File: src/design/ctes_pkg.sv
// Shared types and constants for the civil-time to epoch-seconds converter.
// No dependencies; used by ctes_pipe_ctrl and civil_time_to_epoch_seconds_top.
package ctes_pkg;

  // Field widths
  localparam int unsigned YearOffW = 13;
  localparam int unsigned MonthW   = 4;
  localparam int unsigned DayW     = 5;
  localparam int unsigned HourW    = 5;
  localparam int unsigned MinuteW  = 6;
  localparam int unsigned SecondW  = 6;
  localparam int unsigned SecsW    = 38;

  // Internal widths
  localparam int unsigned YearW    = 14;  // full calendar year, up to 10091
  localparam int unsigned RelYearW = 13;  // years since 1970, up to 8121
  localparam int unsigned CentW    = 7;   // year / 100, up to 100
  localparam int unsigned Quart4W  = YearW - 2;
  localparam int unsigned LeapW    = 12;  // leap days since 1970
  localparam int unsigned YearDayW = 22;  // 365 * years since 1970
  localparam int unsigned MdayW    = 9;   // day within the year, up to 366

  // Calendar constants
  localparam int unsigned YearBase      = 1900;
  localparam int unsigned EpochYear     = 1970;
  localparam int unsigned EpochYearOff  = EpochYear - YearBase;
  localparam int unsigned DaysPerYear   = 365;
  localparam int unsigned HoursPerDay   = 24;
  localparam int unsigned SixtyPer      = 60;
  // leaps_before(1970) = 1969/4 - 1969/100 + 1969/400
  localparam int unsigned EpochLeaps    = 1969 / 4 - 1969 / 100 + 1969 / 400;
  localparam int unsigned MonthsPerYear = 12;
  localparam int unsigned FebIndex      = 1;

  // Reciprocal of 100: exact floor for any operand below 2^15
  localparam int unsigned RecipShift = 20;
  localparam int unsigned Recip100W  = 14;
  localparam int unsigned Recip100   = ((1 << RecipShift) + 99) / 100;
  localparam int unsigned ProdW      = YearW + Recip100W;

  // Pipeline depth
  localparam int unsigned NumStages = 7;

  // Stage load enables and occupancy
  typedef struct packed {
    logic [NumStages-1:0] en;
    logic [NumStages-1:0] valid;
  } pipe_ctrl_t;

  // Days in the year before the first of each month (common year)
  function automatic logic [MdayW-1:0] month_start(input logic [MonthW-1:0] mon);
    logic [MdayW-1:0] res;
    unique case (mon)
      4'd0:    res = 9'd0;
      4'd1:    res = 9'd31;
      4'd2:    res = 9'd59;
      4'd3:    res = 9'd90;
      4'd4:    res = 9'd120;
      4'd5:    res = 9'd151;
      4'd6:    res = 9'd181;
      4'd7:    res = 9'd212;
      4'd8:    res = 9'd243;
      4'd9:    res = 9'd273;
      4'd10:   res = 9'd304;
      4'd11:   res = 9'd334;
      default: res = 9'd0;
    endcase
    return res;
  endfunction

endpackage

File: src/design/civil_time_to_epoch_seconds_top.sv
// Broken-down UTC time to Unix epoch seconds (Gregorian calendar).
// Depends on ctes_pkg and ctes_pipe_ctrl.
//
// Converts time words through a seven-stage pipeline: an accepted word passes
// through stage registers s1 to s7 and is shown on the output from s7.
// Throughput is one word per cycle while the output side is ready; it is set
// by the per-stage load enables, which let a stage take a new word whenever its
// current word moves on, so empty stages fill up even while a finished result
// waits on the output. A year before 1970 or a month above 11 raises
// bad_input_o and gives epoch_seconds_o of zero. The day is not checked
// against the month length; day 0 is the day before the first, and on
// 1970-01-01 it wraps modulo 2^38. Only the valid bits reset; no configuration.
module civil_time_to_epoch_seconds_top (
  input  logic                            clk_i,
  input  logic                            rst_ni,
  input  logic                            in_valid_i,
  output logic                            in_ready_o,
  input  logic [ctes_pkg::YearOffW-1:0]   year_offset_i,
  input  logic [ctes_pkg::MonthW-1:0]     month_i,
  input  logic [ctes_pkg::DayW-1:0]       day_of_month_i,
  input  logic [ctes_pkg::HourW-1:0]      hour_i,
  input  logic [ctes_pkg::MinuteW-1:0]    minute_i,
  input  logic [ctes_pkg::SecondW-1:0]    second_i,
  output logic                            out_valid_o,
  input  logic                            out_ready_i,
  output logic [ctes_pkg::SecsW-1:0]      epoch_seconds_o,
  output logic                            bad_input_o
);

  ctes_pkg::pipe_ctrl_t ctrl;

  ctes_pipe_ctrl u_ctrl (
    .clk_i       (clk_i),
    .rst_ni      (rst_ni),
    .in_valid_i  (in_valid_i),
    .out_ready_i (out_ready_i),
    .ctrl_o      (ctrl)
  );

  assign in_ready_o  = ctrl.en[0];
  assign out_valid_o = ctrl.valid[ctes_pkg::NumStages-1];

  // ---------------------------------------------------------------- stage 1
  logic [ctes_pkg::YearW-1:0]   s1_year_q, s1_year_d, s1_prev_q, s1_prev_d;
  logic                         s1_bad_q, s1_bad_d;
  logic [ctes_pkg::MonthW-1:0]  s1_mon_q;
  logic [ctes_pkg::DayW-1:0]    s1_day_q;
  logic [ctes_pkg::HourW-1:0]   s1_hr_q;
  logic [ctes_pkg::MinuteW-1:0] s1_mn_q;
  logic [ctes_pkg::SecondW-1:0] s1_sc_q;

  // Form the calendar year and the year before it; flag bad words
  always_comb begin
    s1_year_d = ctes_pkg::YearW'(year_offset_i) + ctes_pkg::YearW'(ctes_pkg::YearBase);
    s1_prev_d = ctes_pkg::YearW'(year_offset_i) + ctes_pkg::YearW'(ctes_pkg::YearBase - 1);
    s1_bad_d  = (year_offset_i < ctes_pkg::YearOffW'(ctes_pkg::EpochYearOff)) ||
                (month_i > ctes_pkg::MonthW'(ctes_pkg::MonthsPerYear - 1));
  end

  always_ff @(posedge clk_i) begin
    if (ctrl.en[0]) begin
      s1_year_q <= s1_year_d;
      s1_prev_q <= s1_prev_d;
      s1_bad_q  <= s1_bad_d;
      s1_mon_q  <= month_i;
      s1_day_q  <= day_of_month_i;
      s1_hr_q   <= hour_i;
      s1_mn_q   <= minute_i;
      s1_sc_q   <= second_i;
    end
  end

  // ---------------------------------------------------------------- stage 2
  logic [ctes_pkg::ProdW-1:0]    s2_prod_p, s2_prod_y;
  logic [ctes_pkg::CentW-1:0]    s2_cp_q, s2_cy_q;
  logic [ctes_pkg::RelYearW-1:0] s2_rel_q, s2_rel_d;
  logic [ctes_pkg::Quart4W-1:0]  s2_p4_q;
  logic [ctes_pkg::YearW-1:0]    s2_year_q;
  logic                          s2_bad_q;
  logic [ctes_pkg::MonthW-1:0]   s2_mon_q;
  logic [ctes_pkg::DayW-1:0]     s2_day_q;
  logic [ctes_pkg::HourW-1:0]    s2_hr_q;
  logic [ctes_pkg::MinuteW-1:0]  s2_mn_q;
  logic [ctes_pkg::SecondW-1:0]  s2_sc_q;

  // Divide year and previous year by 100 through the reciprocal
  always_comb begin
    s2_prod_p = ctes_pkg::ProdW'(s1_prev_q) *
                ctes_pkg::ProdW'(ctes_pkg::Recip100);
    s2_prod_y = ctes_pkg::ProdW'(s1_year_q) *
                ctes_pkg::ProdW'(ctes_pkg::Recip100);
    s2_rel_d  = ctes_pkg::RelYearW'(s1_year_q - ctes_pkg::YearW'(ctes_pkg::EpochYear));
  end

  always_ff @(posedge clk_i) begin
    if (ctrl.en[1]) begin
      s2_cp_q   <= s2_prod_p[ctes_pkg::RecipShift +: ctes_pkg::CentW];
      s2_cy_q   <= s2_prod_y[ctes_pkg::RecipShift +: ctes_pkg::CentW];
      s2_rel_q  <= s2_rel_d;
      s2_p4_q   <= s1_prev_q[ctes_pkg::YearW-1:2];
      s2_year_q <= s1_year_q;
      s2_bad_q  <= s1_bad_q;
      s2_mon_q  <= s1_mon_q;
      s2_day_q  <= s1_day_q;
      s2_hr_q   <= s1_hr_q;
      s2_mn_q   <= s1_mn_q;
      s2_sc_q   <= s1_sc_q;
    end
  end

  // ---------------------------------------------------------------- stage 3
  logic [ctes_pkg::YearDayW-1:0] s3_y365_q, s3_y365_d;
  logic [ctes_pkg::LeapW-1:0]    s3_leap_q, s3_leap_d;
  logic [ctes_pkg::MdayW-1:0]    s3_mday_q, s3_mday_d;
  logic [ctes_pkg::YearW-1:0]    s3_cent100;
  logic                          s3_is_leap;
  logic                          s3_bad_q;
  logic [ctes_pkg::HourW-1:0]    s3_hr_q;
  logic [ctes_pkg::MinuteW-1:0]  s3_mn_q;
  logic [ctes_pkg::SecondW-1:0]  s3_sc_q;

  // Whole-year days, leap days since the epoch, day within the year
  always_comb begin
    s3_y365_d  = ctes_pkg::YearDayW'(s2_rel_q) *
                 ctes_pkg::YearDayW'(ctes_pkg::DaysPerYear);
    s3_leap_d  = ctes_pkg::LeapW'(s2_p4_q) - ctes_pkg::LeapW'(s2_cp_q) +
                 ctes_pkg::LeapW'(s2_cp_q[ctes_pkg::CentW-1:2]) -
                 ctes_pkg::LeapW'(ctes_pkg::EpochLeaps);
    s3_cent100 = ctes_pkg::YearW'(s2_cy_q) * ctes_pkg::YearW'(100);
    s3_is_leap = (s2_year_q[1:0] == 2'b00) &&
                 ((s2_year_q != s3_cent100) || (s2_cy_q[1:0] == 2'b00));
    s3_mday_d  = ctes_pkg::month_start(s2_mon_q) + ctes_pkg::MdayW'(s2_day_q) +
                 ctes_pkg::MdayW'((s2_mon_q > ctes_pkg::MonthW'(ctes_pkg::FebIndex))
                                  && s3_is_leap);
  end

  always_ff @(posedge clk_i) begin
    if (ctrl.en[2]) begin
      s3_y365_q <= s3_y365_d;
      s3_leap_q <= s3_leap_d;
      s3_mday_q <= s3_mday_d;
      s3_bad_q  <= s2_bad_q;
      s3_hr_q   <= s2_hr_q;
      s3_mn_q   <= s2_mn_q;
      s3_sc_q   <= s2_sc_q;
    end
  end

  // ---------------------------------------------------------------- stage 4
  logic [ctes_pkg::SecsW-1:0]   s4_days_q, s4_days_d;
  logic                         s4_bad_q;
  logic [ctes_pkg::HourW-1:0]   s4_hr_q;
  logic [ctes_pkg::MinuteW-1:0] s4_mn_q;
  logic [ctes_pkg::SecondW-1:0] s4_sc_q;

  // Sum the day count; the day of month counts from one
  always_comb begin
    s4_days_d = ctes_pkg::SecsW'(s3_y365_q) + ctes_pkg::SecsW'(s3_leap_q) +
                ctes_pkg::SecsW'(s3_mday_q) - ctes_pkg::SecsW'(1);
  end

  always_ff @(posedge clk_i) begin
    if (ctrl.en[3]) begin
      s4_days_q <= s4_days_d;
      s4_bad_q  <= s3_bad_q;
      s4_hr_q   <= s3_hr_q;
      s4_mn_q   <= s3_mn_q;
      s4_sc_q   <= s3_sc_q;
    end
  end

  // ---------------------------------------------------------------- stage 5
  logic [ctes_pkg::SecsW-1:0]   s5_hrs_q, s5_hrs_d;
  logic                         s5_bad_q;
  logic [ctes_pkg::MinuteW-1:0] s5_mn_q;
  logic [ctes_pkg::SecondW-1:0] s5_sc_q;

  // Scale days to hours
  always_comb begin
    s5_hrs_d = s4_days_q * ctes_pkg::SecsW'(ctes_pkg::HoursPerDay) +
               ctes_pkg::SecsW'(s4_hr_q);
  end

  always_ff @(posedge clk_i) begin
    if (ctrl.en[4]) begin
      s5_hrs_q <= s5_hrs_d;
      s5_bad_q <= s4_bad_q;
      s5_mn_q  <= s4_mn_q;
      s5_sc_q  <= s4_sc_q;
    end
  end

  // ---------------------------------------------------------------- stage 6
  logic [ctes_pkg::SecsW-1:0]   s6_mins_q, s6_mins_d;
  logic                         s6_bad_q;
  logic [ctes_pkg::SecondW-1:0] s6_sc_q;

  // Scale hours to minutes
  always_comb begin
    s6_mins_d = s5_hrs_q * ctes_pkg::SecsW'(ctes_pkg::SixtyPer) +
                ctes_pkg::SecsW'(s5_mn_q);
  end

  always_ff @(posedge clk_i) begin
    if (ctrl.en[5]) begin
      s6_mins_q <= s6_mins_d;
      s6_bad_q  <= s5_bad_q;
      s6_sc_q   <= s5_sc_q;
    end
  end

  // ---------------------------------------------------------------- stage 7
  logic [ctes_pkg::SecsW-1:0] s7_secs_q, s7_secs_d;
  logic                       s7_bad_q;

  // Scale minutes to seconds; force zero on a bad word
  always_comb begin
    s7_secs_d = s6_mins_q * ctes_pkg::SecsW'(ctes_pkg::SixtyPer) +
                ctes_pkg::SecsW'(s6_sc_q);
    if (s6_bad_q) begin
      s7_secs_d = '0;
    end
  end

  always_ff @(posedge clk_i) begin
    if (ctrl.en[6]) begin
      s7_secs_q <= s7_secs_d;
      s7_bad_q  <= s6_bad_q;
    end
  end

  assign epoch_seconds_o = s7_secs_q;
  assign bad_input_o     = s7_bad_q;

endmodule

File: src/design/ctes_pipe_ctrl.sv
// Valid chain and per-stage load enables for the conversion pipeline.
// Depends on ctes_pkg (NumStages, pipe_ctrl_t).
module ctes_pipe_ctrl (
  input  logic                clk_i,
  input  logic                rst_ni,
  input  logic                in_valid_i,
  input  logic                out_ready_i,
  output ctes_pkg::pipe_ctrl_t ctrl_o
);

  logic [ctes_pkg::NumStages-1:0] valid_q, valid_d;
  logic [ctes_pkg::NumStages-1:0] en;

  // A stage loads when it is empty or its word moves on; bubbles close up
  always_comb begin
    en[ctes_pkg::NumStages-1] = !valid_q[ctes_pkg::NumStages-1] || out_ready_i;
    for (int k = ctes_pkg::NumStages - 2; k >= 0; k--) begin
      en[k] = !valid_q[k] || en[k+1];
    end
  end

  // Advance the valid bits alongside the data
  always_comb begin
    valid_d = valid_q;
    if (en[0]) begin
      valid_d[0] = in_valid_i;
    end
    for (int k = 1; k < ctes_pkg::NumStages; k++) begin
      if (en[k]) begin
        valid_d[k] = valid_q[k-1];
      end
    end
  end

  always_ff @(posedge clk_i or negedge rst_ni) begin
    if (!rst_ni) begin
      valid_q <= '0;
    end else begin
      valid_q <= valid_d;
    end
  end

  assign ctrl_o.en    = en;
  assign ctrl_o.valid = valid_q;

endmodule

File: config.mk
export PLATFORM = sky130hd
export DESIGN_NAME = civil_time_to_epoch_seconds_top
export DESIGN_NICKNAME = d
export VERILOG_FILES = /design/src/design/ctes_pkg.sv /design/src/design/civil_time_to_epoch_seconds_top.sv /design/src/design/ctes_pipe_ctrl.sv
export SDC_FILE = /design/constraint.sdc
export NUM_CORES = 2
export LEC_CHECK = 0
export ABC_AREA = 1
export BUFFER_PORTS_ARGS = -buffer_cell sky130_fd_sc_hd__buf_2
export CORE_MARGIN = 4
export CORE_UTILIZATION = 45
export CTS_CLUSTER_DIAMETER = 30
export DETAILED_ROUTE_END_ITERATION = 7
export RECOVER_POWER = 25
export SLEW_MARGIN = 30
export SYNTH_ARGS = -nofsm -noshare
export SYNTH_HDL_FRONTEND = slang
export SYNTH_SLANG_ARGS = --single-unit
File: constraint.sdc
create_clock -name clk_i -period 5.6 [get_ports clk_i]
set_input_delay 0.56 -clock clk_i [delete_from_list [all_inputs] [get_ports clk_i]]
set_output_delay 0.56 -clock clk_i [all_outputs]
set_load 0.005 [all_outputs]
After elaboration in Yosys (flattened, before gate mapping)
Memory sizes are Yosys's and may differ from the RTL's. A register that Yosys moved wholly into a read port is not among the register bits.
Cells that the tools add are included.
{"block": "op_classes", "n_mux": 1, "eq_ne": 1, "addsub": 14, "n_reduce_logical": 20, "multipliers": 7, "magnitude_cmp": 3}
{"operator": "adder 38 x 6 -> 38 bit", "count": 2}
{"operator": "multiplier 38 x 4 -> 36 bit, second input constant", "count": 2}
{"operator": "multiplier 14 x 13 -> 26 bit, second input constant", "count": 2}
{"operator": "adder 38 x 5 -> 38 bit", "count": 1}
{"operator": "multiplier 38 x 2 -> 35 bit, second input constant", "count": 1}
{"operator": "adder 13 x 11 -> 14 bit, second input constant", "count": 2}
{"operator": "subtractor 24 x 1 -> 25 bit, second input constant", "count": 1}
{"operator": "adder 23 x 9 -> 24 bit", "count": 1}
{"operator": "adder 22 x 12 -> 23 bit", "count": 1}
{"operator": "multiplier 13 x 9 -> 22 bit, second input constant", "count": 1}
{"operator": "!= test 14 bit", "count": 1}
{"operator": "< comparator 13 x 7 -> 1 bit, second input constant", "count": 1}
{"operator": "subtractor 13 x 11 -> 13 bit, second input constant", "count": 1}
{"operator": "adder 12 x 5 -> 12 bit", "count": 1}
{"operator": "multiplier 7 x 5 -> 12 bit, second input constant", "count": 1}
{"operator": "subtractor 12 x 7 -> 12 bit", "count": 1}
{"operator": "subtractor 12 x 9 -> 12 bit, second input constant", "count": 1}
{"operator": "adder 9 x 1 -> 9 bit", "count": 1}
{"operator": "adder 9 x 5 -> 9 bit", "count": 1}
{"operator": "logical OR 1 bit", "count": 9}
{"operator": "logical NOT 1 bit", "count": 7}
{"operator": "greater-than comparator 4 x 1 -> 1 bit, second input constant", "count": 1}
{"operator": "greater-than comparator 4 bit, second input constant", "count": 1}
{"operator": "logical NOT 2 bit", "count": 2}
{"operator": "2 further kinds", "count": 3}
{"block": "totals", "reg_bits": 394, "output_inout_bits": 41, "romBits": 144, "n_memories": 1, "wordCells": 94, "inputBits": 43}
{"name": "(no name shown)", "words": 16, "word_bits": 9, "rd": 1, "rd_ports_with_merged_regs": 1, "write_ports": 0, "line_no": "ctes_pkg.sv:53", "rtl": "unique case (mon)"}

Longest topological paths before layout
{"block": "logic_depth", "depth_word": 8, "depth_mapped": 24, "mapped_depth_nobuf": 24}

Cells and area by module
Synthesis repeated with hierarchy kept, for this count alone.
{"block": "unflattened", "cells_unflattened": 4162, "area_unflattened_um2": 36994.2}
{"module": "civil_time_to_epoch_seconds_top", "cells_per_inst": 4132, "seq_area_each_um2": 11200.7, "instances": 1, "area_each_um2": 36687.7}
{"module": "ctes_pipe_ctrl", "cells_per_inst": 30, "seq_area_each_um2": 175.2, "instances": 1, "area_each_um2": 306.5}

Worst setup path before layout
Ideal clock, no wire load.
{"block": "synth_timing", "path_kind": "input port to output port", "from": "input port out_ready_i", "to": "output port in_ready_o", "path_buffers": 0, "stages": 10, "arrival_time_ps": 5386, "slack_ps": -346, "required_time_ps": 5040, "path_cell_list": "nor2_1 -> inv_2 -> nor2_1 -> inv_2 -> nor2_2 -> nand2_1 -> nor2_2 -> nand2_2 -> inv_1 -> nand2_1"}
{"element": "from (decl)", "line_no": "civil_time_to_epoch_seconds_top.sv:25", "rtl": "input logic out_ready_i,"}
{"element": "to (decl)", "line_no": "civil_time_to_epoch_seconds_top.sv:17", "rtl": "output logic in_ready_o,"}

Worst setup path after layout
{"block": "layout_timing", "from": "register s1_year_q[1] in the netlist's numbering", "to": "register s2_cy_q[6] in the netlist's numbering (data pin)"}
{"block": "layout_via", "elab_chain_cells": 1}
{"element": "from (decl)", "line_no": "civil_time_to_epoch_seconds_top.sv:44", "rtl": "logic [ctes_pkg::YearW-1:0] s1_year_q, s1_year_d, s1_prev_q, s1_prev_d;"}
{"element": "from (signal assigned)", "line_no": "civil_time_to_epoch_seconds_top.sv:62", "rtl": "s1_year_q <= s1_year_d;"}
{"element": "multiplier 14 x 13 -> 26 bit", "line_no": "civil_time_to_epoch_seconds_top.sv:90", "rtl": "s2_prod_y = ctes_pkg::ProdW'(s1_year_q) *"}
{"element": "via s2_prod_y, one bit", "line_no": "civil_time_to_epoch_seconds_top.sv:74", "rtl": "logic [ctes_pkg::ProdW-1:0] s2_prod_p, s2_prod_y;"}
{"element": "to (signal assigned)", "line_no": "civil_time_to_epoch_seconds_top.sv:98", "rtl": "s2_cy_q <= s2_prod_y[ctes_pkg::RecipShift +: ctes_pkg::CentW];"}
{"element": "to (decl)", "line_no": "civil_time_to_epoch_seconds_top.sv:75", "rtl": "logic [ctes_pkg::CentW-1:0] s2_cp_q, s2_cy_q;"}
The timed path passes the listed nets, and every way through them passes these cells.
A chain may end at the register's enable or synchronous reset.

==> impl_metrics.json <==
{
  "r2r_end": "s2_cy_q[6]$_DFFE_PN_",
  "syn_inst": 4118,
  "layout_commonest_cell": "inv_1",
  "cp_max_fo": 7,
  "routed_wl_um": 80400,
  "drc": 0,
  "htreeDepth": 3,
  "dpl_cell_area_um2": 38700,
  "die_y_um": 294,
  "clock_latency_ns": 0.63,
  "viasPerCell": 4.89,
  "grt_use_total": 0.192,
  "syn_area_um2": 36900,
  "cts-resized-gates": 0,
  "setup.worst_path.end_class": "register",
  "numCtsBuffers": 88,
  "worstMarginPinSlew_ns": 1.52,
  "setup_tns_ns": 0,
  "grt_pass1_vias": 27860,
  "max-slew-margin-rel": -0.0136,
  "synth_compound_area_frac": 0.0566,
  "cpMaxStageDelayCell": "fa_1",
  "hold_slack_ns": 0.0941,
  "critPathCapture": "s2_cy_q[6]$_DFFE_PN_",
  "yosysUniqueCellTypes": 52,
  "antenna_cells": 0,
  "critPathArrivalTime_ns": 5.21,
  "skew_ns": 0.0654,
  "path_delay_family": "adder cells",
  "postRouteAntennaNets": 0,
  "setup_viol": 0,
  "syn-num-nets": 4931,
  "outcome": "finished with violations",
  "rows": 104,
  "grt_max_degree": 49,
  "synth_area_leaders": "edfxtp_1 (30%), fa_1 (17%), ha_1 (15%)",
  "r2r_cells": 22,
  "yosys.area.top_type": "edfxtp_1",
  "hold_viol": 0,
  "via_count": 26571,
  "clock_sinks": 383,
  "fin_area_um2": 41900,
  "synth.area.mux_share": 0,
  "drive_gt1_frac": 0.0783,
  "fmaxAchievable_ghz": 0.207,
  "async_reset_ff_frac": 0.0183,
  "final_cell_mix": "inv_1 (879), nand2_1 (849), ha_1 (456)",
  "antenna_found_initial": 0,
  "yosysTopAreaCellShare": 0.299,
  "nets": 5109,
  "cts-root-buf": "clkbuf_16",
  "ys_seq_area_frac": 0.308,
  "max_cap_violations": 1,
  "critical-path-max-stage-delay_ns": 0.54,
  "crit_top_cell": "inv_1",
  "die_w_um": 294,
  "path_cells": "clkbuf_1, inv_1, fa_1, inv_1, ha_1, inv_1, fa_1, inv_1, ha_1, inv_1, fa_1, inv_1, ha_1, a21oi_1, o21ai_0, o21ai_0, nand2_1, nand3_1, nand2_1, nand3b_1, nand2_1, xnor2_1",
  "firstDrtPassIters": 7,
  "setup.worst_path.class": "reg -> reg",
  "clk_pin_slew_ns": 0.05,
  "synth_top_family_by_area": "adder cells",
  "gp_congestion": 0.944,
  "io_pins": 84,
  "instances_no_fill": 5430,
  "synth-edff-count": 367,
  "ys_warn_count": 0,
  "crit_cells": 22,
  "overflow": 0,
  "hold_buffers": 1,
  "initialDrtViolationCount": 1196,
  "path_buf_inv": 7,
  "yosys.area_share.simple": 0.175,
  "rrSetupSlack_ns": 0.76,
  "ys_ff_latch": 383,
  "grt_first_pass_wirelength_um": 135000,
  "post-route-period-util": 0.864,
  "synth_ff_type": "edfxtp_1",
  "cts_tree": "yes",
  "rsz0062_at_grt": "false",
  "fillers": 7618,
  "place_inst": 5265,
  "slew_viol_final": 42,
  "seqCellArea_um2": 11400,
  "critPathLaunchType": "register",
  "startpoint": "s1_year_q[1]$_DFFE_PP_",
  "wl_per_cell_um": 14.8,
  "synth_xor_area_frac": 0.0438,
  "dieArea_um2": 86600,
  "cp.required_ns": 5.97,
  "synthAdderAreaFrac": 0.325,
  "hp-class": "in -> reg",
  "clockBufferDepth": 3,
  "multi_input_area_um2": 22200,
  "r2r_start": "s1_year_q[1]$_DFFE_PP_",
  "portBuffers": 83,
  "avgSynthCellArea_um2": 8.96,
  "min_period_ns": 4.84,
  "design.core.area_um2": 80900,
  "cts_setup_buffers": 0,
  "area_growth_pct": 13.5,
  "start_util": 0.456,
  "hpwl_um": 67400,
  "violations": "max-capacitance violations, max-slew violations"
}
==> registers in the layout, summed over array words and instances (netlist names), 7 cells and up, named ones only <==
| register | count |
|---|---|
| s3_mday_q | 9 |
| s3_y365_q | 22 |
| epoch_seconds_o | 38 |
| s6_mins_q | 36 |
| s1_year_q | 14 |
| s2_cp_q | 7 |
| s1_prev_q | 14 |
| u_ctrl.valid_q | 7 |
| s2_year_q | 13 |
| s2_p4_q | 12 |
| s4_days_q | 25 |
| s5_hrs_q | 34 |
| s2_cy_q | 7 |
| s2_rel_q | 13 |
| s3_leap_q | 12 |
==> area by class of cell <==
| type | instances | share of cell area |
|---|---|---|
| clock inverter | 69 | 0.0221 |
| inverter | 892 | 0.0800 |
| multi-input combinational | 2838 | 0.529 |
| timing repair buffer | 93 | 0.0117 |
| sequential | 383 | 0.272 |
| clock buffer | 95 | 0.0535 |
| tap | 1060 | 0.0317 |
==> synthesized netlist by cell type (8+ instances only) <==
master and count:
ha_1 456, nand3b_1 19, nand2_2 33, a21oi_1 211
nor4_1 8, inv_1 880, o21ai_0 101, inv_2 11
nand4_1 44, fa_1 314, nor3_1 39, and2_1 10
nand3_1 176, nor2_1 265, dfxtp_1 9, nand3_2 9
a21o_1 9, nand2_1 851, edfxtp_1 367, xnor2_1 53
nor2_4 10, o21ai_1 8, xor2_1 128, nor2_2 23
o21bai_1 12
==> through the flow <==
| stage | setup WS, ns | utilization |
|---|---|---|
| after global routing | 0.385 | 0.517 |
| final | 0.759 | 0.517 |
| after global placement | 0.907 | 0.478 |
| after CTS | 0.792 | 0.517 |
| after floorplan | 0.124 | - |
| after detailed placement | 0.827 | 0.478 |
==> how the worst min path moves through the flow <==
stage / slack (ns) / cells after the start / to / start
floorplan: 0.26 / 0 / u_ctrl.valid_q[0]$_DFFE_PN0P_ / rst_ni
global placement: 0.40 / 0 / s3_sc_q[1]$_DFFE_PP_ / s2_sc_q[1]$_DFFE_PN_
detailed placement: 0.40 / 0 / s2_mn_q[5]$_DFFE_PN_ / s1_mn_q[5]$_DFFE_PP_
CTS: 0.04 / 1 / s1_sc_q[0]$_DFFE_PP_ / second_i[0]
global route: 0.05 / 1 / s1_sc_q[0]$_DFFE_PP_ / second_i[0]
finish: 0.09 / 1 / s1_sc_q[0]$_DFFE_PP_ / second_i[0]
==> cell families after synthesis <==
kind of cell	count (synthesis)
simple gates	1501
buf+inv	897
fa+ha+maj	770
compound gates	384
flops	383
xor+xnor	183
==> per-layer routing <==
layer	global-route usage	up-vias	routed length, µm
met5	0	-	0
met4	0.0811	0	3670
met3	0.0289	167	2690
met2	0.347	395	39800
met1	0.227	12434	34200
li1	-	13575	-
Power is not shown: default switching activity piles up to over one toggle a cycle in this logic, so the estimate is an artifact.
